<file path="src/rtl/assert_macros.svh">
// Assertion macros used by the RTL top level of the quantizer.
// No dependencies; included by files that carry concurrent checks.
`ifndef ASSERT_MACROS_SVH
`define ASSERT_MACROS_SVH

// Same-cycle implication, disabled while reset is high.
`define ASSERT_IMPLIES(label, clk_sig, rst_sig, ante, cons, msg) \
  label: assert property (@(posedge clk_sig) disable iff (rst_sig) (ante) |-> (cons)) \
    else $error(msg);

// Next-cycle implication, disabled while reset is high.
`define ASSERT_NEXT(label, clk_sig, rst_sig, ante, cons, msg) \
  label: assert property (@(posedge clk_sig) disable iff (rst_sig) (ante) |=> (cons)) \
    else $error(msg);

`endif

</file>
<file path="src/rtl/bgq_pkg.sv">
// Shared constants, types and codes of the bar grid note quantizer.
// No dependencies; used by every module of the block but bgq_ram.
package bgq_pkg;

  localparam int MAX_BARS   = 1024;
  localparam int MAX_STEPS  = 999;
  localparam int STEP_RESET = 24;

  localparam int LEN_W  = 16;
  localparam int TICK_W = 24;
  localparam int BIDX_W = 10;
  localparam int CFG_W  = 2;
  localparam int DATA_W = 16;

  localparam int BAR_W   = (MAX_BARS > 1) ? $clog2(MAX_BARS) : 1;
  localparam int SUM_W   = LEN_W + BAR_W;
  localparam int STEP_W  = $clog2(MAX_STEPS + 1);
  localparam int DIV_W   = TICK_W + 1;
  localparam int DCNT_W  = $clog2(DIV_W);
  localparam int PROD_W  = STEP_W + LEN_W;
  localparam int SNAP_W  = ((SUM_W > PROD_W) ? SUM_W : PROD_W) + 1;

  localparam logic KIND_LOAD  = 1'b0;
  localparam logic KIND_QUANT = 1'b1;

  localparam logic [CFG_W-1:0] CFG_STEP  = 2'd0;
  localparam logic [CFG_W-1:0] CFG_FIRST = 2'd1;
  localparam logic [CFG_W-1:0] CFG_LAST  = 2'd2;

  typedef enum logic [3:0] {
    ST_CLEAR,
    ST_IDLE,
    ST_SCAN,
    ST_STEPS,
    ST_STEPS_WAIT,
    ST_IDX,
    ST_IDX_WAIT,
    ST_MUL,
    ST_ADD
  } state_t;

  typedef struct packed {
    logic [SUM_W-1:0] bar_start;
    logic [SUM_W-1:0] seg_start;
    logic [SUM_W-1:0] seg_end;
    logic [LEN_W-1:0] len;
  } scan_res_t;

endpackage

</file>
<file path="src/rtl/bgq_div.sv">
// Restoring divider, one quotient bit per cycle.
// Depends on bgq_pkg for widths.
module bgq_div (
  input  logic                       clk,
  input  logic                       rst,
  input  logic                       start,
  input  logic [bgq_pkg::DIV_W-1:0]  dividend,
  input  logic [bgq_pkg::LEN_W-1:0]  divisor,
  output logic                       done,
  output logic [bgq_pkg::DIV_W-1:0]  quotient
);

  logic                        running;
  logic [bgq_pkg::DCNT_W-1:0]  cnt;
  logic [bgq_pkg::LEN_W-1:0]   rem;
  logic [bgq_pkg::LEN_W-1:0]   dsr;
  logic [bgq_pkg::DIV_W-1:0]   quo;
  logic [bgq_pkg::LEN_W:0]     trial;
  logic                        ge;
  logic [bgq_pkg::LEN_W:0]     diff;

  always_comb begin
    trial = {rem, quo[bgq_pkg::DIV_W-1]};
    ge    = trial >= {1'b0, dsr};
    diff  = trial - {1'b0, dsr};
  end

  assign quotient = quo;

  always_ff @(posedge clk) begin
    if (rst) begin
      running <= 1'b0;
      done    <= 1'b0;
    end else begin
      done <= 1'b0;
      if (start) begin
        running <= 1'b1;
        cnt     <= '0;
        rem     <= '0;
        quo     <= dividend;
        dsr     <= divisor;
      end else if (running) begin
        // shift the next dividend bit in, keep the quotient bit
        rem <= ge ? diff[bgq_pkg::LEN_W-1:0] : trial[bgq_pkg::LEN_W-1:0];
        quo <= {quo[bgq_pkg::DIV_W-2:0], ge};
        cnt <= cnt + 1'b1;
        if (cnt == bgq_pkg::DCNT_W'(bgq_pkg::DIV_W - 1)) begin
          running <= 1'b0;
          done    <= 1'b1;
        end
      end
    end
  end

endmodule

</file>
<file path="config.mk">
export PLATFORM = sky130hd
export DESIGN_NAME = bgq_div
export DESIGN_NICKNAME = d
export VERILOG_FILES = /design/src/rtl/assert_macros.svh /design/src/rtl/bgq_pkg.sv /design/src/rtl/bgq_div.sv
export SDC_FILE = /design/constraint.sdc
export NUM_CORES = 1
export LEC_CHECK = 0
export BUFFER_PORTS_ARGS = -buffer_cell sky130_fd_sc_hd__buf_2
export CAP_MARGIN = 20
export CORE_MARGIN = 5
export CORE_UTILIZATION = 35
export DETAILED_ROUTE_END_ITERATION = 8
export SYNTH_ARGS = -nofsm -noshare
export SYNTH_HDL_FRONTEND = slang
export SYNTH_SLANG_ARGS = --single-unit
</file>
<file path="constraint.sdc">
create_clock -name clk -period 5.89 [get_ports clk]
set_input_delay 1.767 -clock clk [delete_from_list [all_inputs] [get_ports clk]]
set_output_delay 1.767 -clock clk [all_outputs]
set_load 0.005 [all_outputs]
</file>
Yosys cells after proc, flatten, opt, wreduce, memory -nomap -nowiden. Cells that the tools add are included.

$add $sub $neg: 2. Order comparisons: 1. Eq/ne operators: 1. Mux-type cells: 9. Bitwise logic cells: 2. Reduce and logical (&&, ||, !) cells: 4.

Operators with widths (count): 2-to-1 mux 25 bit (2); 2-to-1 mux 16 bit (2); greater-or-equal comparator 17 x 16 -> 1 bit (1); subtractor 16 bit (1); adder 5 x 1 -> 5 bit (second input constant) (1); equality test 5 bit (second input constant) (1); 2-to-1 mux 5 bit (1); 2-to-1 mux 1 bit (4); AND reduction 2 bit (2); OR reduction 3 bit (1); inverter 1 bit (2); nonzero test 2 bit (1).

Flip-flop bits (word level): 64. Input bits: 44. Output and inout port bits: 26. Logic and storage cells: 25.

Logic depth before layout (Yosys ltp). Gate-level depths: netlist (run 1).

Depth after elaboration: 4. Depth in mapped cells: 11. Gate-level depth less buffers: 10.

Worst setup path before layout (run 1). Ideal clock, no wire load.

Path kind: input to register. Start point: input start. End point: register cnt[0] in the netlist's numbering (enable). Setup time: 0.451 ns. Arrival: 4.043 ns. Required time: 5.439 ns. Slack: 1.396 ns. Stages: 3. Buffers on the path: 1. Cells stage by stage: clkbuf_1 -> nor2_1 -> nor2_1.

Word-level cells in the longest chain between the ends: 2.

RTL lines: start: declaration (line bgq_div.sv:6) `input logic start,`; nonzero test 2 bit (no line); AND reduction 2 bit (no line); end signal: assignment (line bgq_div.sv:46) `cnt <= cnt + 1'b1;`; end: declaration (line bgq_div.sv:14) `logic [bgq_pkg::DCNT_W-1:0] cnt;`.

No other way between the ends. A chain may end at the register's enable or synchronous reset.

Worst setup path in the final report (run 1).
Start point: input start. End point: register quo, in the netlist quotient[8] (enable).

Word-level cells in the longest chain between the ends: 2.

RTL lines: nonzero test 2 bit (no line); AND reduction 2 bit (no line); end signal: assignment (line bgq_div.sv:40) `quo <= dividend;`; end signal: assignment (line bgq_div.sv:45) `quo <= {quo[bgq_pkg::DIV_W-2:0], ge};`; end: declaration (line bgq_div.sv:17) `logic [bgq_pkg::DIV_W-1:0] quo;`.

No other way between the ends.

==> results of run 1 <==
==> sequential cells by signal, summed over array words and instances (netlist names) <==
name	cells
quotient	25
dsr	16
rem	16
cnt	5
done	1
running	1
==> worst max-delay path by stage <==
stage	startpoint	endpoint	slack, ns	depth (start not counted)
floorplan	start	cnt[0]	1.40	3
global placement	start	quotient[17]	2.25	4
detailed placement	start	quotient[16]	2.21	4
CTS	start	quotient[8]	2.55	4
global route	dsr[1]	rem[7]	2.46	10
finish	start	quotient[8]	2.57	4
==> routing by layer <==
metal  routed length (um)  vias to the layer above
met5                   19                        -
li1                     -                     1197
met1                 3310                     1126
met2                 3260                       86
met3                  631                       18
met4                  149                        4
==> cell usage in the layout, fill, tap and decap left out, drive strengths merged, types with 2 or more instances in the layout <==
cell type,count
inv,24
nor2b,5
buf,73
o31ai,2
nand4,2
or3,2
a21oi,13
xnor2,7
o21ai,12
and2,2
nand3,3
mux2,25
clkbuf,11
a22oi,2
edfxtp,62
a31oi,4
a21o,4
mux2i,13
dfxtp,2
a211oi,3
nor2,31
clkinv,4
nor3,3
nand2,14
ha,18
o211ai,2
o21a,4
xor2,5
==> stage by stage <==
stage	total power [W]	hold WS [ns]
final	0.00119	0.484
after CTS	0.00121	0.491
after detailed placement	0.000851	0.477
after global placement	0.000848	0.479
after global routing	0.00126	0.505
after floorplan	0.000777	0.460
==> area by class of cell <==
cell class	instances	area share, %
sequential	64	46.2
clock buffer	11	3.19
timing repair buffer	73	9.11
multi-input combinational	188	34.2
tap	133	4.04
clock inverter	5	1.15
inverter	24	2.19
==> cells by family after synthesis <==
logic type	after synthesis
adder cells (fa/ha/maj)	19
flip-flops	64
XOR/XNOR	12
AO/OA/AOI/OAI	51
multiplexers	38
AND/OR/NAND/NOR	68
buffers and inverters	32
==> power groups by stage <==
stage / sequential, W / combinational, W / clock, W
detailed placement: 0.000574 / 0.000276 / 0
floorplan: 0.000572 / 0.000205 / 0
CTS: 0.000565 / 0.000278 / 0.000363
global placement: 0.000574 / 0.000274 / 0
finish: 0.000564 / 0.000276 / 0.000350
global route: 0.000569 / 0.000312 / 0.000379
==> worst register-to-register path, delay by kind of cell (launching register included) <==
kind,cells,cell delay (ns)
buffers and inverters,2,0.41
AND/OR/NAND/NOR,2,0.22
adder cells (fa/ha/maj),1,0.28
AO/OA/AOI/OAI,4,1.31
multiplexers,1,0.26
flip-flops,1,0.39
==> impl_metrics.yaml, run 1 <==
place:
  place_ws_ns: 2.21
  gp_congestion: 0.797
  placed_cell_area_mm2: 0.00394
  portBuffers: 69
  placed_cells: 482
  post-dp-hpwl_um: 5510
floorplanning:
  io_pins: 70
  die_y_um: 109
  initial_utilization_pct: 35.5
  die-area_mm2: 0.0119
  core_area_mm2: 0.00968
  num_rows: 36
  die_w_um: 109
clock_network:
  cts_tree: "yes"
  cts_resized: 0
  cts_sinks: 64
  clk_path_buf_depth: 2
  cts_made_buffers: 9
  clock_latency_ns: 0.33
  cts_setup_buffers: 0
  h-tree-depth: 3
  ctsHoldBuffers: 0
  clock-root-buffer: "clkbuf_8"
  clk_pin_slew_ns: 0.06
final_layout:
  stdcell_area_mm2: 0.00412
  syn_to_final_growth_pct: 19.9
  fin_cells: 498
  n_antenna_cell: 0
  nets: 423
  multi_input_area_mm2: 0.00141
  drive_gt1_share_pct: 31.0
  fin_util_pct: 42.5
  ff_latch_area_mm2: 0.00190
  num-fill-cells: 937
timing:
  setup_ws_ns: 2.57
  skew_ns: 0.0103
  tightest_slew_ns: 0.869
  fmax_mhz: 301
  min_period_ns: 3.32
  hold_violations: 0
  rsz0062_at_grt: "false"
  setup_tns_ns: 0
  slew_violations: 0
  setup_viol: 0
  slew_headroom_pct: 41.9
  fin_crit_sh_pct: 56.3
synth:
  yosysTopAreaCell: "edfxtp_1"
  ys_warn_count: 0
  synthArstFlopShare_pct: 0
  synth_mux_area_share_pct: 12.0
  synth_nets: 347
  syn_avg_cell_area_um2: 12.1
  synth_cells: 284
  synth_adder_area_share_pct: 7.14
  ys_seq_area_share_pct: 55.3
  synth-edff-count: 62
  synth-seq-cells: 64
  synth_cell_types: 42
  synth_xor_area_share_pct: 3.06
  synth_commonest_cells: "edfxtp_1 (62), nor2_1 (31), mux2_2 (25), inv_1 (24), ha_1 (18)"
  yosysTopAreaCellShare_pct: 54.2
  synth-compound-area-share_pct: 9.46
  synthTopCellsByArea: "edfxtp_1 (54%), mux2_2 (8.2%), ha_1 (6.6%), mux2i_1 (3.8%), nor2_1 (3.4%)"
  yosysMostFrequentCell: "edfxtp_1"
  yosys.area_share.simple_pct: 9.10
  synth_top_family_by_area: "multiplexers"
  synth_ff_type: "edfxtp_1"
  syn_area_mm2: 0.00344
global_routing:
  grtUsageMet1_pct: 16.8
  grt_use_total_pct: 12.9
  grt_pass1_vias: 2412
  use_met3_pct: 4.80
  overflow: 0
  grtUsageMet2_pct: 18.9
  busiest_layer: "met2"
  grt_pass1_wl_um: 11700
  antenna_found_initial: 2
  grt_max_degree: 31
setup_path:
  cp_top_family: "simple AND/OR/NAND/NOR gates"
  cp-end-kind: "flip-flop"
  critPathKind: "in -> reg"
  reg2regPathDepth: 10
  timing.rr.end: "rem[7]"
  crit_buf_inv: 2
  crit_chain: "buf_2 > nor2_1 > nor2_4 > buf_4"
  slowest_stage: "nor2_4"
  critPathMaxStageDelay_ns: 0.68
  rrSetupSlack_ns: 2.76
  reg2reg_from: "dsr[1]"
  worstSetupStartpointType: "input pin"
  arrival_ns: 3.33
  path_max_fanout: 30
  worst-endpoint-required_ns: 5.90
detailed_routing:
  route.vias.total: 2431
  drc: 0
  ant_nets: 0
  drt_iter0_drc: 86
  drt_pre_antenna_iters: 4
  vias_per_cell: 4.88
  wirelength_um: 7370
  wire_per_inst_um: 14.8
pwr:
  pwr-share-seq_pct: 47.4
  power_frac_clock_pct: 29.4
  combPwrFrac_pct: 23.2
  power_leakage_nw: 1.73
  peakVddDrop_mv: 0.171
  power.switching_w: 0.000327
  netSwitchingFraction_pct: 27.5
  p_per_area_mw_per_mm2: 289
  p_int_w: 0.000863
worst_hold_path:
  hold_end: "done"
  hold_start: "running"
  holdPathStages: 1
  hold_class: "reg -> reg"
outcome:
  status: "completed"
flow_run:
  cap_viol_max_count: 0
No activity file was read; power rests on OpenSTA's default activity.
==> run 2, diff against run 1 <==
- clock period: 5.89 -> 3 ns (I/O delays scaled with it)
==> run 2 against run 1 <==
- hold slack got worse by 0.00098 ns
- clock skew fell by 0.0041 ns
- cell count rose by 0.40%
- design area rose by 0.61%
- register-to-register slack got worse by 2.3 ns
==> impl_metrics.yaml, run 2 (synthesis results as in run 1) <==
outcome:
  status: "completed"
clock_network:
  cts_setup_buffers: 0
  cts_resized: 0
  clock-root-buffer: "clkbuf_8"
  cts_made_buffers: 9
  cts_sinks: 64
  h-tree-depth: 3
  clk_path_buf_depth: 2
  clk_pin_slew_ns: 0.07
  clock_latency_ns: 0.34
  ctsHoldBuffers: 0
  cts_tree: "yes"
detailed_routing:
  drc: 0
  wirelength_um: 7210
  drt_pre_antenna_iters: 4
  ant_nets: 0
  route.vias.total: 2445
  vias_per_cell: 4.89
  drt_iter0_drc: 67
  wire_per_inst_um: 14.4
global_routing:
  grt_pass1_vias: 2512
  grt_max_degree: 25
  antenna_found_initial: 0
  overflow: 0
  grt_use_total_pct: 13.0
  grt_pass1_wl_um: 11900
pwr:
  peakVddDrop_mv: 0.238
  p_per_area_mw_per_mm2: 564
  power_leakage_nw: 1.74
timing:
  tightest_slew_ns: 0.358
  fin_crit_sh_pct: 84.0
  slew_violations: 0
  setup_tns_ns: 0
  min_period_ns: 2.52
  rsz0062_at_grt: "false"
  fmax_mhz: 397
  slew_headroom_pct: 75.9
  hold_violations: 0
  skew_ns: 0.00620
  setup_viol: 0
final_layout:
  stdcell_area_mm2: 0.00415
  n_antenna_cell: 0
  syn_to_final_growth_pct: 20.6
  largest_register_ff_count: 25
  mostFrequentLayoutCell: "buf_2"
  drive_gt1_share_pct: 31.9
  nets: 427
  layout_common_cells: "buf_2 (69), edfxtp_1 (62), nor2_1 (30)"
setup_path:
  cp_top_family: "compound AO/OA/AOI/OAI gates"
  arrival_ns: 2.61
  worstSetupStartpointType: "flip-flop"
  cp-end-kind: "flip-flop"
  critPathMaxStageDelay_ns: 0.45
  crit_buf_inv: 1
  critPathKind: "reg -> reg"
  crit_chain: "ha_1 > and4_1 > nand2_1 > o311a_1 > a22oi_2 > buf_4 > mux2i_1 > nor2_1"
  path_max_fanout: 11
  worst-endpoint-required_ns: 3.09
  slowest_stage: "ha_1"
floorplanning:
  initial_utilization_pct: 35.5
  die_w_um: 109
  die-area_mm2: 0.0119
  num_rows: 36
  core_area_mm2: 0.00968
  die_y_um: 109
  io_pins: 70
worst_hold_path:
  hold_class: "reg -> reg"
place:
  placed_cell_area_mm2: 0.00397
  post-dp-hpwl_um: 5420
  portBuffers: 69
  gp_congestion: 0.857
flow_run:
  cap_viol_max_count: 0
-- run 2: cell count changes in the layout (fill, tap and decap cells not counted), sizes merged --
| cell | previous run | this run |
|---|---|---|
| buf | 73 | 77 |
| clkbuf | 11 | 9 |
| clkinv | 4 | 3 |
| clkinvlp | 0 | 1 |
-- run 2: per-layer routing --
metal | track usage (%) | up-vias | part of all wire (%)
met2 | 20.0 | 78 | 46
met1 | 16.2 | 1159 | 44
met3 | 5.45 | 10 | 8.7
met4 | 5.14 | 0 | 1.4
met5 | 0 | - | 0
li1 | - | 1198 | -
-- run 2: per-stage QoR --
step | hold WS, ns | setup slack [ns] | total power (W) | utilization (%) | std cells
after floorplan | 0.460 | 0.146 | 0.00152 | - | 284
after global routing | 0.498 | 0.223 | 0.00250 | 42.8 | 500
after detailed placement | 0.475 | 0.488 | 0.00167 | 41.0 | 486
after CTS | 0.489 | 0.477 | 0.00237 | 42.8 | 500
after global placement | 0.477 | 0.480 | 0.00166 | 41.0 | 486
final | 0.483 | 0.481 | 0.00234 | 42.8 | 500
-- run 2: cell type report --
class                   instances  area (um2)
inverters                      24        90.1
clock buffers                   9         124
fillers                       930        5540
well taps                     133         166
flip-flops and latches         64        1900
multi-input cells             188        1410
clock inverters                 5        50.0
repair buffers                 77         405
-- run 2: final timing paths --
kind / start / endpoint / slack, ns / cells after the start
setup / recovery: rem[7] / rem[3] / 0.48 / 8
setup reg to reg: rem[7] / rem[3] / 0.48 / 8
hold / removal: running / done / 0.48 / 1
hold reg to reg: running / done / 0.48 / 1
-- run 2: report_power, final --
part | switching, W | internal, W
Sequential | 0.0000338 | 0.00107
Clock | 0.000324 | 0.000367
Combinational | 0.000288 | 0.000252
Total | 0.000645 | 0.00169
-- run 2: worst reg2reg max path: stages, from the launching register on --
cell and delay, ns:
edfxtp_1 0.39, ha_1 0.45, and4_1 0.26, nand2_1 0.11, o311a_1 0.36, a22oi_2 0.16, buf_4 0.26, mux2i_1 0.22
nor2_1 0.05
