==> src/rtl/assert_macros.svh <==
// Assertion macros used by the RTL top level of the quantizer.
// No dependencies; included by files that carry concurrent checks.
`ifndef ASSERT_MACROS_SVH
`define ASSERT_MACROS_SVH

// Same-cycle implication, disabled while reset is high.
`define ASSERT_IMPLIES(label, clk_sig, rst_sig, ante, cons, msg) \
  label: assert property (@(posedge clk_sig) disable iff (rst_sig) (ante) |-> (cons)) \
    else $error(msg);

// Next-cycle implication, disabled while reset is high.
`define ASSERT_NEXT(label, clk_sig, rst_sig, ante, cons, msg) \
  label: assert property (@(posedge clk_sig) disable iff (rst_sig) (ante) |=> (cons)) \
    else $error(msg);

`endif

==> src/rtl/bgq_pkg.sv <==
// Shared constants, types and codes of the bar grid note quantizer.
// No dependencies; used by every module of the block but bgq_ram.
package bgq_pkg;

  localparam int MAX_BARS   = 1024;
  localparam int MAX_STEPS  = 999;
  localparam int STEP_RESET = 24;

  localparam int LEN_W  = 16;
  localparam int TICK_W = 24;
  localparam int BIDX_W = 10;
  localparam int CFG_W  = 2;
  localparam int DATA_W = 16;

  localparam int BAR_W   = (MAX_BARS > 1) ? $clog2(MAX_BARS) : 1;
  localparam int SUM_W   = LEN_W + BAR_W;
  localparam int STEP_W  = $clog2(MAX_STEPS + 1);
  localparam int DIV_W   = TICK_W + 1;
  localparam int DCNT_W  = $clog2(DIV_W);
  localparam int PROD_W  = STEP_W + LEN_W;
  localparam int SNAP_W  = ((SUM_W > PROD_W) ? SUM_W : PROD_W) + 1;

  localparam logic KIND_LOAD  = 1'b0;
  localparam logic KIND_QUANT = 1'b1;

  localparam logic [CFG_W-1:0] CFG_STEP  = 2'd0;
  localparam logic [CFG_W-1:0] CFG_FIRST = 2'd1;
  localparam logic [CFG_W-1:0] CFG_LAST  = 2'd2;

  typedef enum logic [3:0] {
    ST_CLEAR,
    ST_IDLE,
    ST_SCAN,
    ST_STEPS,
    ST_STEPS_WAIT,
    ST_IDX,
    ST_IDX_WAIT,
    ST_MUL,
    ST_ADD
  } state_t;

  typedef struct packed {
    logic [SUM_W-1:0] bar_start;
    logic [SUM_W-1:0] seg_start;
    logic [SUM_W-1:0] seg_end;
    logic [LEN_W-1:0] len;
  } scan_res_t;

endpackage

==> src/rtl/bgq_scan.sv <==
// Bar table walker: reads every bar length once, forms the segment sums and
// finds the bar that holds the tick. Depends on bgq_pkg.
module bgq_scan (
  input  logic                        clk,
  input  logic                        rst,
  input  logic                        start,
  input  logic [bgq_pkg::TICK_W-1:0]  tick,
  input  logic [bgq_pkg::BIDX_W-1:0]  first_bar,
  input  logic [bgq_pkg::BIDX_W-1:0]  last_bar,
  output logic                        rd_en,
  output logic [bgq_pkg::BAR_W-1:0]   rd_addr,
  input  logic [bgq_pkg::LEN_W-1:0]   rd_data,
  output logic                        done,
  output bgq_pkg::scan_res_t          res
);

  logic                       issuing;
  logic [bgq_pkg::BAR_W-1:0]  cnt;
  logic                       d_vld;
  logic [bgq_pkg::BAR_W-1:0]  d_idx;
  logic [bgq_pkg::SUM_W-1:0]  acc;
  logic [bgq_pkg::SUM_W-1:0]  acc_next;
  logic [bgq_pkg::SUM_W-1:0]  seg_start;
  logic [bgq_pkg::SUM_W-1:0]  seg_end;
  logic [bgq_pkg::SUM_W-1:0]  bar_start;
  logic [bgq_pkg::LEN_W-1:0]  blen;
  logic [bgq_pkg::LEN_W-1:0]  len0;
  logic                       found;
  logic                       in_seg;
  logic                       before_first;

  assign rd_en   = issuing;
  assign rd_addr = cnt;

  always_comb begin
    acc_next     = acc + bgq_pkg::SUM_W'(rd_data);
    in_seg       = 32'(d_idx) <= 32'(last_bar);
    before_first = 32'(d_idx) < 32'(first_bar);
  end

  // a tick in no bar falls back to bar 0 at start 0
  always_comb begin
    res.bar_start = found ? bar_start : '0;
    res.seg_start = seg_start;
    res.seg_end   = seg_end;
    res.len       = found ? blen : len0;
  end

  always_ff @(posedge clk) begin
    if (rst) begin
      issuing <= 1'b0;
      d_vld   <= 1'b0;
      done    <= 1'b0;
    end else begin
      done  <= 1'b0;
      d_vld <= issuing;
      d_idx <= cnt;
      if (start) begin
        issuing   <= 1'b1;
        cnt       <= '0;
        acc       <= '0;
        seg_start <= '0;
        seg_end   <= '0;
        found     <= 1'b0;
      end else if (issuing) begin
        cnt <= cnt + 1'b1;
        if (cnt == bgq_pkg::BAR_W'(bgq_pkg::MAX_BARS - 1)) begin
          issuing <= 1'b0;
        end
      end
      if (d_vld) begin
        acc <= acc_next;
        if (in_seg) begin
          seg_end <= seg_end + bgq_pkg::SUM_W'(rd_data);
          if (before_first) begin
            seg_start <= seg_start + bgq_pkg::SUM_W'(rd_data);
          end
        end
        if (d_idx == '0) begin
          len0 <= rd_data;
        end
        if (!found && (32'(tick) < 32'(acc_next))) begin
          found     <= 1'b1;
          bar_start <= acc;
          blen      <= rd_data;
        end
        if (d_idx == bgq_pkg::BAR_W'(bgq_pkg::MAX_BARS - 1)) begin
          done <= 1'b1;
        end
      end
    end
  end

endmodule
==> config.mk <==
export PLATFORM = sky130hd
export DESIGN_NAME = bgq_scan
export DESIGN_NICKNAME = d
export VERILOG_FILES = /design/src/rtl/assert_macros.svh /design/src/rtl/bgq_pkg.sv /design/src/rtl/bgq_scan.sv
export SDC_FILE = /design/constraint.sdc
export NUM_CORES = 1
export LEC_CHECK = 0
export BUFFER_PORTS_ARGS = -buffer_cell sky130_fd_sc_hd__clkbuf_2
export CAP_MARGIN = 20
export CORE_MARGIN = 2
export CORE_UTILIZATION = 56
export DETAILED_ROUTE_END_ITERATION = 7
export GPL_ROUTABILITY_DRIVEN = 0
export PLACE_DENSITY = 0.82
export SYNTH_ARGS = -nofsm -noshare
export SYNTH_HDL_FRONTEND = slang
export SYNTH_SLANG_ARGS = --single-unit
==> constraint.sdc <==
create_clock -name clk -period 5.9 [get_ports clk]
set_input_delay 1.18 -clock clk [delete_from_list [all_inputs] [get_ports clk]]
set_output_delay 1.18 -clock clk [all_outputs]
set_load 0.1 [all_outputs]
## Yosys cells after proc, flatten, opt, wreduce, memory -nomap -nowiden

Index checks and enable logic that the tools add are counted.

- Bits of input ports: 63
- Logic and storage cells: 52
- Output and inout port bits: 106
- Register bits after elaboration: 160

- Reductions and logical operators: 10
- Bitwise operators: 2
- Add/subtract/negate cells: 4
- Order comparisons: 3
- Eq/ne operators: 2
- Multiplexer cells: 19

Operators by type and width:

| kind | count |
|---|---|
| 26-bit two-way mux | 10 |
| 26-bit by 16-bit adder with 26-bit output | 3 |
| 24-bit by 26-bit < comparator with 1-bit output | 1 |
| 10-bit == test (second input constant) | 2 |
| 16-bit two-way mux | 1 |
| 10-bit by 1-bit adder with 10-bit output (second input constant) | 1 |
| 10-bit less-or-equal comparator | 1 |
| 10-bit zero test | 1 |
| 10-bit < comparator | 1 |
| 10-bit two-way mux | 1 |
| 1-bit two-way mux | 7 |
| 3-bit AND reduction | 2 |
| 2-bit AND reduction | 2 |
| 2-bit nonzero test | 2 |
| 1-bit NOT | 2 |
| 2-bit OR reduction | 1 |
| 1-bit logical AND | 1 |
| 1-bit zero test | 1 |

## Longest topological paths before layout

Gate-level depths: netlist of run 1.

- Word-level depth: 5
- Mapped depth: 19

## Worst setup path after synthesis of run 1

Ideal clock, no wire load.

- Path type: input to register
- From: input rd_data[0] (netlist bit)
- To: register bar_start[0] (netlist bit), enable pin
- Stages on the path: 18
- Library setup time: 543 ps
- Arrival: 4855 ps
- Slack: 501 ps
- Cells stage by stage: ha_1 -> inv_1 -> fa_1 -> nor2b_1 -> o31a_1 -> o21ai_1 -> a211oi_2 -> a31oi_1 -> nor2b_1 -> xnor2_1 -> ha_1 -> nand4_1 -> or2_2 -> or3_1 -> o211ai_1 -> a21oi_1 -> nand2_1 -> nand2_1

- Cells in the longest elaborated chain, start to end: 4

Ends and longest elaborated chain:

| item | RTL line | text |
|---|---|---|
| from (decl) | bgq_scan.sv:12 | `input logic [bgq_pkg::LEN_W-1:0] rd_data,` |
| 26-bit by 16-bit adder with 26-bit output | bgq_scan.sv:36 | `acc_next = acc + bgq_pkg::SUM_W'(rd_data);` |
| 24-bit by 26-bit < comparator with 1-bit output | bgq_scan.sv:82 | `if (!found && (32'(tick) < 32'(acc_next))) begin` |
| 1-bit logical AND | bgq_scan.sv:82 |  |
| 3-bit AND reduction (no line) | n/a |  |
| to (signal assigned) | bgq_scan.sv:84 | `bar_start <= acc;` |
| to (decl) | bgq_scan.sv:25 | `logic [bgq_pkg::SUM_W-1:0] bar_start;` |

No other way between the ends.
A chain may end at the register's enable or synchronous reset.

## Worst setup path in the final report of run 1

- From: input rd_data[0] (netlist bit)
- To: register blen[15] (netlist bit), enable pin

- Cells in the longest elaborated chain, start to end: 4

Ends and longest elaborated chain:

| item | RTL line | text |
|---|---|---|
| 26-bit by 16-bit adder with 26-bit output | bgq_scan.sv:36 |  |
| 24-bit by 26-bit < comparator with 1-bit output | bgq_scan.sv:82 |  |
| 1-bit logical AND | bgq_scan.sv:82 |  |
| 3-bit AND reduction (no line) | n/a |  |
| to (signal assigned) | bgq_scan.sv:85 | `blen <= rd_data;` |
| to (decl) | bgq_scan.sv:26 | `logic [bgq_pkg::LEN_W-1:0] blen;` |

No other way between the ends.

==> impl_metrics.yaml, run 1 <==
outcome:
  status: "completed"
placement:
  hpwlAfterDp_um: 17900
  dp_cells: 1301
  pre_cts_ws_ps: 387
  port_buffers: 168
routing:
  wire_per_inst_um: 18.3
  ant_nets: 0
  firstDrtPassIters: 5
  drt-total-wl_um: 24400
  drtIter0Drc: 608
  drc: 0
  route.vias.total: 7938
  routed_via_density: 5.96
clocking:
  clock_path_buffers: 2
  cts_root_buf: "clkbuf_16"
  cts_setup_buffers: 0
  cts_buffers: 17
  clkTransAtPathRegs_ps: 60
  hold_buffers: 0
  htreeDepth: 4
  clk-insertion-delay-late_ps: 430
  cts_resized: 0
  cts_sinks: 160
  tritoncts: "done"
synthesis:
  synth_edf_count: 157
  synth_top_area_cell: "edfxtp_1"
  yosysSeqAreaShare_pct: 47.6
  syn_nets: 1083
  synth_area_leaders: "edfxtp_1 (47%), ha_1 (11%), o21ai_0 (3.0%)"
  yosysTopAreaCellShare_pct: 47.0
  syn_avg_cell_area_um2: 10.8
  syn-instance-count: 926
  synth.distinct_cells: 75
  synth.most_common_cell: "edfxtp_1"
  ys_async_sr_fraction_pct: 0
  synth_ff_type: "edfxtp_1"
  yosysWarnings: 0
  syn-cell-area_mm2: 0.0100
  ys_top_cells_by_count: "edfxtp_1 (157), ha_1 (91), nor2_1 (67)"
  ys_ff_latch: 160
timing:
  fin_ws_ps: 741
  fmax_ghz: 0.194
  rsz0062_at_grt: "false"
  skew_ps: 14.4
  finalSetupViolCount: 0
  drv_slew: 0
  timing.slew.headroom_pct: 31.8
  tightest_slew_ps: 1020
  hold_violations: 0
  min_period_ps: 5160
  fin_crit_sh_pct: 87.4
  fin_setup_tns_ps: 0
die:
  die_x_um: 138
  pin_count: 169
  initial_core_util_pct: 57.6
  design.core.area_mm2: 0.0174
  dieArea_mm2: 0.0190
  floorplan.rows: 48
  die_y_um: 138
global_route:
  grt_max_degree: 64
  gr-usage-all-layers_pct: 26.1
  grt_pass1_vias: 7519
  grt_pass1_wl_um: 38000
  antenna_found_initial: 0
  gr-total-overflow: 0
power_and_ir_drop:
  p_leak_nw: 4.90
  pwr_density_cell_mw_per_mm2: 288
  vdd_ir_drop_max_mv: 0.217
layout:
  antenna_cells: 0
  syn_to_final_growth_pct: 15.9
  drive_above_1_share_pct: 22.9
  nets: 1252
  seq_area_mm2: 0.00477
  multi_input_area_mm2: 0.00498
  layout.cells.non_filler: 1332
  fillers: 1366
setup_path:
  r2r_start: "acc[0]"
  worst_ep_arrival_time_ps: 5280
  regToRegEndpoint: "blen[15]"
  path_class: "primary input to flop"
  critPathRequiredTime_ps: 6020
  reg2reg_slack_ps: 1260
  ff2ff_path_depth: 20
  critPathMaxFanout: 33
  crit_path_start_kind: "primary input"
  worstSetupEndpointType: "flop"
worst_hold_path:
  hp-class: "flop to flop"
  whs_path_depth: 0
  min_from: "acc[13]"
  min_to: "bar_start[13]"
flow_run:
  cap_violations: 0
## cells by family (layout without fill, tap and decap cells)
| family | count (synthesis) | after routing | share of synthesized area [%] |
|---|---|---|---|
| AND/OR/NAND/NOR | 301 | 301 | 15.3 |
| XOR/XNOR | 51 | 51 | 4.45 |
| multiplexers | 22 | 22 | 2.46 |
| adder cells (fa/ha/maj) | 94 | 94 | 11.9 |
| AO/OA/AOI/OAI | 230 | 230 | 15.5 |
| buffers and inverters | 68 | 249 | 2.78 |
| flip-flops | 160 | 160 | 47.6 |
## power breakdown
group	switching, mW	total (mW)	internal (mW)
Clock	0.456	0.990	0.534
Combinational	0.711	0.983	0.272
Sequential	0.0576	1.38	1.32
## cells in the final DEF, fill, tap and decap left out, types with 27 or more instances in the layout
cell,Yosys,routed
clkbuf_2,0,168
edfxtp_1,157,157
ha_1,91,91
nor2_1,67,66
o21ai_0,61,61
nand3_1,54,54
nand2_1,51,50
a21oi_1,45,45
inv_1,42,41
and2_1,32,32
xnor2_1,27,27
## cell type report
| cell class | instances | share of cell area [%] |
|---|---|---|
| timing repair buffer | 175 | 7.79 |
| multi-input combinational | 698 | 42.9 |
| sequential | 160 | 41.1 |
| clock buffer | 18 | 3.69 |
| inverter | 43 | 1.39 |
| tap | 225 | 2.42 |
| clock inverter | 13 | 0.796 |
## metrics by stage
stage / hold WS [ps] / util, % / total power, mW / instance area [µm²]
detailed placement: 459 / 63.8 / 2.38 / 11100
CTS: 476 / 66.8 / 3.36 / 11600
global route: 488 / 66.8 / 3.49 / 11600
finish: 480 / 66.8 / 3.35 / 11600
floorplan: 431 / - / 2.17 / 10000
global placement: 447 / 63.8 / 2.36 / 11100
## state kept, by name, indices dropped and copies added (netlist names), 10 cells and up
name	flops
bar_start	26
len0	16
seg_end	26
seg_start	26
blen	16
d_idx	10
rd_addr	10
acc	26
## critical path, stage by stage
cell and delay [ps]:
clkbuf_2 170, ha_1 210, inv_1 60, fa_1 410
nor2b_1 160, o31a_1 190, o21ai_1 120, a211oi_2 250
a31oi_1 250, nor2b_1 220, xnor2_1 160, ha_1 270
nand4_1 120, or2_2 130, a21oi_1 30, a2111oi_0 350
o211ai_1 150, a21oi_1 220, nand2_1 100, nand2_2 250
buf_12 260
## layer usage
layer  global-route usage [%]  part of all wire, %
met1                     33.7                   42
met2                     42.9                   47
met4                     9.98                  2.7
met3                     6.25                  7.7
met5                        0                    0
## worst max-delay path by stage
stage	cells past startpoint	slack, ps	from	endpoint
floorplan	18	500	rd_data[0]	bar_start[0]
global placement	21	500	rd_data[0]	blen[6]
global route	21	300	rd_data[0]	bar_start[7]
finish	21	740	rd_data[0]	blen[15]
detailed placement	21	390	rd_data[0]	blen[6]
CTS	21	770	rd_data[0]	blen[15]
Power figures use the tool's default switching activity.
==> run 2: changes to the inputs <==
--- a/config.mk
+++ b/config.mk
@@ -5,13 +5,13 @@
 export SDC_FILE = /design/constraint.sdc
 export NUM_CORES = 1
 export LEC_CHECK = 0
-export BUFFER_PORTS_ARGS = -buffer_cell sky130_fd_sc_hd__clkbuf_2
 export CAP_MARGIN = 20
 export CORE_MARGIN = 2
-export CORE_UTILIZATION = 56
+export CORE_UTILIZATION = 50
 export DETAILED_ROUTE_END_ITERATION = 7
+export DONT_BUFFER_PORTS = 1
 export GPL_ROUTABILITY_DRIVEN = 0
-export PLACE_DENSITY = 0.82
+export PLACE_DENSITY = 0.68
 export SYNTH_ARGS = -nofsm -noshare
 export SYNTH_HDL_FRONTEND = slang
 export SYNTH_SLANG_ARGS = --single-unit
==> constraint.sdc (replaced) <==
create_clock -name clk -period 4.9 [get_ports clk]
set_input_delay 0.98 -clock clk [delete_from_list [all_inputs] [get_ports clk]]
set_output_delay 0.98 -clock clk [all_outputs]
set_load 0.1 [all_outputs]
==> run 2 against run 1 <==
  * Clock power grew 35%
  * Setup slack lost 360 ps
  * Register-to-register slack got worse by 730 ps
  * Core utilization decreased by 10 points
  * Global-route usage is 4.0 points lower
  * Clock skew fell by 3.2 ps
  * Clock-buffer cell count unchanged
  * Final area down 5.1%
  * Die area grew 12%
==> impl_metrics.yaml, run 2 (synthesized netlist as in run 1, its figures left out) <==
global_route:
  gr-total-overflow: 0
  antenna_found_initial: 0
  gr-usage-all-layers_pct: 22.2
  grt_max_degree: 64
  grt_pass1_vias: 6685
  grt_pass1_wl_um: 37000
power_and_ir_drop:
  p_leak_nw: 4.30
  vdd_ir_drop_max_mv: 0.247
  total_power_mw: 4.10
  pwr_density_cell_mw_per_mm2: 371
flow_run:
  cap_violations: 0
timing:
  drv_slew: 0
  min_period_ps: 4510
  finalSetupViolCount: 0
  tightest_slew_ps: 1080
  fmax_ghz: 0.222
  fin_crit_sh_pct: 92.1
  timing.slew.headroom_pct: 28.0
  rsz0062_at_grt: "false"
  hold_violations: 0
  holdWs_ps: 459
  skew_ps: 11.2
clocking:
  cts_resized: 0
  cts_root_buf: "clkbuf_16"
  cts_buffers: 17
  tritoncts: "done"
  clk-insertion-delay-late_ps: 430
  hold_buffers: 0
  htreeDepth: 4
  clkTransAtPathRegs_ps: 70
  cts_sinks: 160
  clock_path_buffers: 2
  cts_setup_buffers: 0
die:
  pin_count: 169
  die_y_um: 146
  initial_core_util_pct: 51.2
  floorplan.rows: 51
  die_x_um: 146
  dieArea_mm2: 0.0212
  design.core.area_mm2: 0.0196
setup_path:
  crit_chain: "ha_1 > inv_1 > fa_1 > nor2b_1 > o31a_1 > o21ai_1 > a211oi_2 > a31oi_1 > nor2b_1 > xnor2_1 > ha_1 > nand4_1 > or2_2 > or3_1 > o211ai_1 > a21oi_1 > nand2_1 > nand2_2 > buf_12"
  crit_path_start_kind: "primary input"
  path_buf_inv: 2
  worstSetupEndpointType: "flop"
  cp_slowest_stage_delay_ps: 400
  ff2ff_path_depth: 19
  critPathRequiredTime_ps: 5070
  worst-path-stages: 19
  crit_family: "simple AND/OR/NAND/NOR gates"
  critPathMaxFanout: 33
  path_class: "primary input to flop"
  worst_ep_arrival_time_ps: 4680
  slowest_stage: "fa_1"
layout:
  syn_to_final_growth_pct: 10.0
  final_core_util_pct: 56.4
  layout_commonest_cell: "edfxtp_1"
  drive_above_1_share_pct: 10.9
  multi_input_area_mm2: 0.00499
  final_cell_mix: "edfxtp_1 (157), ha_1 (91), nor2_1 (66)"
  seq_area_mm2: 0.00477
  nets: 1098
  fillers: 1692
  antenna_cells: 0
routing:
  drc: 0
  ant_nets: 0
  drtIter0Drc: 446
  drt-total-wl_um: 23700
  routed_via_density: 5.90
  wire_per_inst_um: 19.4
  firstDrtPassIters: 7
  route.vias.total: 7196
outcome:
  status: "completed"
worst_hold_path:
  whs_path_depth: 0
  hp-class: "flop to flop"
placement:
  port_buffers: 0
  hpwlAfterDp_um: 17300
==> run 2: cell count changes in the layout (fill, tap and decap cells not counted), moves of 2 or more <==
cell	previous run	this run
buf_4	6	19
clkbuf_2	168	0
clkinv_1	4	1
clkinv_4	6	0
clkinv_8	0	2
inv_6	1	3
inv_8	0	5
==> run 2: report_power, final <==
part           switching (mW)  internal [mW]
combinational           0.542          0.286
clock                   0.612          0.730
sequential              0.333           1.59
==> run 2: path summary, 6_finish.rpt <==
check / start / end / slack (ps)
max: rd_data[0] / blen[5] / 390
min: acc[13] / bar_start[13] / 460
max reg2reg: acc[0] / blen[5] / 530
min reg2reg: acc[13] / bar_start[13] / 460
==> run 2: layout make-up <==
| type | count | share of cell area [%] |
|---|---|---|
| multi-input cells | 698 | 45.2 |
| flip-flops and latches | 160 | 43.2 |
| clock buffers | 18 | 3.89 |
| well taps | 265 | 3.00 |
| repair buffers | 21 | 1.72 |
| clock inverters | 14 | 1.52 |
| inverters | 43 | 1.46 |
==> run 2: through the flow <==
step	area [µm²]	cells	worst slack, ps	TNS (ps)
finish	11000	1219	385	0
global route	11000	1219	9.61	0
CTS	11000	1218	425	0
detailed placement	10400	1186	-7.66	-142
global placement	10400	1186	116	0
floorplan	10000	926	104	0
==> run 2: metal layers <==
| metal | vias to the layer above | track usage [%] | share of wire [%] |
|---|---|---|---|
| met3 | 22 | 7.84 | 8.3 |
| met4 | 0 | 5.15 | 1.5 |
| met5 | - | 0 | 0 |
| met1 | 3437 | 29.6 | 44 |
| met2 | 222 | 34.8 | 47 |
| li1 | 3515 | - | - |
